## config.mk

```make
export PLATFORM = sky130hd
export DESIGN_NAME = pfa_modsub
export DESIGN_NICKNAME = d
export VERILOG_FILES = /design/src/hw/rtl/pfa_modsub.sv
export SDC_FILE = /design/constraint.sdc
export NUM_CORES = 1
export LEC_CHECK = 0
export ABC_AREA = 0
export BUFFER_PORTS_ARGS = -buffer_cell sky130_fd_sc_hd__buf_2
export CAP_MARGIN = 10
export CORE_MARGIN = 3
export CORE_UTILIZATION = 60
export DETAILED_ROUTE_END_ITERATION = 10
export PLACE_DENSITY_LB_ADDON = 0.3
export SLEW_MARGIN = 15
export SYNTH_ARGS = -nofsm -noshare
export SYNTH_HDL_FRONTEND = slang
export SYNTH_SLANG_ARGS = --single-unit
```

## constraint.sdc

```tcl
create_clock -name clk_i -period 5 [get_ports clk_i]
set_input_delay 0.5 -clock clk_i [delete_from_list [all_inputs] [get_ports clk_i]]
set_output_delay 0.5 -clock clk_i [all_outputs]
set_load 0.05 [all_outputs]
```

## src/hw/rtl/pfa_modsub.sv

```systemverilog
// Iterative restoring reducer: 16-bit value modulo a small count, one bit a cycle.
`timescale 1ns / 1ps
`default_nettype none
module pfa_modsub #(
  parameter int unsigned NW = 7
) (
  input  wire logic          clk_i,
  input  wire logic          rst_ni,
  input  wire logic          go_i,
  input  wire logic [15:0]   num_i,
  input  wire logic [NW-1:0] den_i,
  output logic               done_o,
  output logic [NW-1:0]      rem_o
);
  logic [15:0]   num_q;
  logic [NW:0]   rem_q;
  logic [4:0]    cnt_q;
  logic          run_q;
  logic [NW-1:0] den_q;
  logic [NW+1:0] trial;

  // One shift-and-subtract step per cycle.
  assign trial = {rem_q, num_q[15]} - {2'b00, den_q};

  always_ff @(posedge clk_i or negedge rst_ni) begin
    if (!rst_ni) begin
      run_q  <= 1'b0;
      cnt_q  <= '0;
      done_o <= 1'b0;
    end else begin
      done_o <= 1'b0;
      if (go_i) begin
        run_q <= 1'b1;
        cnt_q <= 5'd0;
      end else if (run_q) begin
        cnt_q <= cnt_q + 5'd1;
        if (cnt_q == 5'd15) begin
          run_q  <= 1'b0;
          done_o <= 1'b1;
        end
      end
    end
  end

  always_ff @(posedge clk_i) begin
    if (go_i) begin
      num_q <= num_i;
      den_q <= den_i;
      rem_q <= '0;
    end else if (run_q) begin
      num_q <= {num_q[14:0], 1'b0};
      if (!trial[NW+1]) rem_q <= trial[NW:0];
      else rem_q <= {rem_q[NW-1:0], num_q[15]};
    end
  end

  assign rem_o = rem_q[NW-1:0];
endmodule
`default_nettype wire

```

==> flow_summary.json <==
{
  "status": "finished clean",
  "start_util_pct": 64.20,
  "crit_chain": "inv_1, ha_1, inv_1, fa_1, a211oi_2, or3_1, nand3_2, or4b_2, o311ai_1",
  "clk_pin_slew_worst_paths_ns": 0.11,
  "n_antenna_cell": 0,
  "cp_slowest_cell": "or4b_2",
  "ys_seq_area_share_pct": 51.09,
  "tightest_slew_ns": 0.8531,
  "muxShareOfSynthArea_pct": 11.96,
  "hold_viol": 0,
  "die-area_um2": 4077,
  "netlist.area_leader.share_pct": 34.39,
  "io_buffers": 33,
  "setup.worst_path.class": "reg2reg",
  "register_area_um2": 1026,
  "fin_hold_ws_ns": 0.3265,
  "fin_skew_ns": 0.01063,
  "met1_usage_pct": 23.93,
  "finalWorstSetupSlack_ns": 2.281,
  "peakVddDrop_v": 0.0003092,
  "synth_fp_nets": 207,
  "path_max_fanout": 11,
  "start_kind": "register",
  "grt_use_met3_pct": 4.218,
  "cts.htree.levels": 2,
  "area_growth_pct": 11.96,
  "use_met2_pct": 30.06,
  "synth_area_leader_cell": "edfxtp_1",
  "synth-adder-area-share_pct": 6.604,
  "rows": 20,
  "postPlaceCellArea_um2": 2137,
  "syn_area_um2": 2008,
  "power_density_nw_per_um2": 466.3,
  "totalPowerFinal_mw": 1.048,
  "overflow": 0,
  "setup_tns_ns": 0,
  "grt_max_degree": 44,
  "post_cts_buffers": 0,
  "yosys-top-cells-count": "edfxtp_1 (23), nor2_1 (17), mux2_2 (16), inv_1 (12), ha_1 (9)",
  "synthFlopType": "edfxtp_1",
  "critPathMostFrequentCell": "inv_1",
  "synth_edf_count": 23,
  "grt_pass1_wl_um": 5837,
  "min_path_type": "in2reg",
  "totalWireLength_um": 3248,
  "slew_violations": 0,
  "antenna_found_initial": 0,
  "placed_cells": 233,
  "antenna_left": 0,
  "maxSlewHeadroom_pct": 43.13,
  "power_leakage_nw": 1.007,
  "final_area_um2": 2248,
  "syn_avg_cell_area_um2": 11.74,
  "ios": 34,
  "synth_cells": 171,
  "die_h_um": 63.85,
  "arrival_ns": 2.96,
  "numCtsBuffers": 5,
  "grt_pass1_vias": 1336,
  "ys_ff_latch": 38,
  "fin_cells": 242,
  "synth_cell_types": 44,
  "max_stage_delay_ns": 0.71,
  "setup_violations": 0,
  "crit_required_ns": 5.24,
  "clock_tree.root_cell": "clkbuf_4",
  "fin_crit_ns": 2.719,
  "end_kind": "register",
  "core_area_um2": 3128,
  "pre_cts_ws_ns": 2.326,
  "fmax_mhz": 367.8,
  "yosys.area_share.simple_pct": 11.03,
  "ys_async_sr_fraction_pct": 18.42,
  "cts_buffer_depth": 2,
  "firstDrtPassIters": 4,
  "drive_gt1_share_pct": 30.81,
  "synth_top_family_by_area": "multiplexers",
  "final_core_util_pct": 71.88,
  "cts.sink_count": 38,
  "drc_errors": 0,
  "rsz0062_at_grt": "false",
  "yosys-top-cells-area": "edfxtp_1 (34%), mux2_2 (9.0%), dfrtp_1 (8.7%)",
  "gp_congestion": 0.7818,
  "wl_per_cell_um": 13.42,
  "synth_compound_area_share_pct": 9.470,
  "viasPerCell": 5.397,
  "yosysWarnings": 0,
  "die_x_um": 63.85,
  "vias": 1306,
  "dp_hpwl_um": 2348,
  "cap_violations": 0,
  "tritoncts": "built",
  "grt_busiest_layer": "met2",
  "grtUsageTotal_pct": 18.73,
  "fill_cells": 241,
  "multi_input_area_um2": 845.8,
  "yosysMostFrequentCell": "edfxtp_1",
  "synth_xor_area_share_pct": 3.053,
  "layout.nets": 233,
  "clk_latency_ns": 0.34,
  "min_period_over_period_pct": 54.38,
  "drt_iter0_drc": 54
}
## what timing repair did
| action | CTS | global route |
|---|---|---|
| hold buffers | 1 | 0 |
| hold endpoints to repair | 7 | 0 |
| resized for setup | 0 | 0 |
## where the power goes
| part | internal (mW) | leakage, nW | total [mW] | switching, mW |
|---|---|---|---|---|
| sequential | 0.377 | 0.396 | 0.409 | 0.0322 |
| clock | 0.154 | 0.0528 | 0.248 | 0.0940 |
| combinational | 0.155 | 0.558 | 0.391 | 0.236 |
| total | 0.686 | 1.01 | 1.05 | 0.362 |
## cells by family after synthesis
group,after synthesis
adders and majority gates,10
and+or+nand+nor,42
xor gates and xnor gates,7
buffers and inverters,27
DFF,38
AOI/OAI and AO/OA,25
muxes,22
## critical path: cells and delay by family, from the launching register on
kind / cells / cell delay (ns)
AOI/OAI and AO/OA: 2 / 0.40
adders and majority gates: 2 / 0.56
buffers and inverters: 2 / 0.13
DFF: 1 / 0.38
and+or+nand+nor: 3 / 1.15
## cell type report
type	count	area share, %
timing repair buffer	34	7.791
tap	44	2.449
sequential	38	45.63
clock inverter	3	2.838
clock buffer	5	1.669
inverter	12	2.003
multi-input combinational	106	37.62
## flip-flops by register name, indices dropped and copies added, names as in the netlist
register	cells
done_o	1
den_q	7
cnt_q	5
run_q	1
rem_q	8
num_q	16
## placed cells by master (no fill, tap or decap), drive strengths merged, types with 3 or more instances in the layout
cell | Yosys | layout
inv | 12 | 12
xor2 | 5 | 5
a21oi | 3 | 3
nor2 | 17 | 17
edfxtp | 23 | 23
clkbuf | 2 | 5
a211oi | 7 | 7
o21ai | 3 | 3
buf | 13 | 33
mux2 | 16 | 16
nor3 | 3 | 3
ha | 9 | 9
a21o | 3 | 3
dfrtp | 7 | 7
nand2 | 5 | 5
dfxtp | 8 | 8
mux2i | 6 | 6
## layer usage
metal / vias up / part of all wire (%)
met1: 611 / 46
met3: 6 / 4.0
met4: 0 / 2.2
met5: - / 0
met2: 28 / 48
li1: 661 / -
## worst paths after layout
check / startpoint / end / slack (ns) / cells past startpoint
setup reg to reg: num_q[15] / rem_q[2] / 2.28 / 9
setup / recovery: num_q[15] / rem_q[2] / 2.28 / 9
hold / removal: den_i[1] / den_q[1] / 0.33 / 1
hold reg to reg: rem_q[4] / rem_q[5] / 0.53 / 2
min in group asynchronous: rst_ni / run_q / 0.51 / 2
max in group asynchronous: rst_ni / cnt_q[0] / 4.34 / 2
Power figures use the tool's default switching activity.
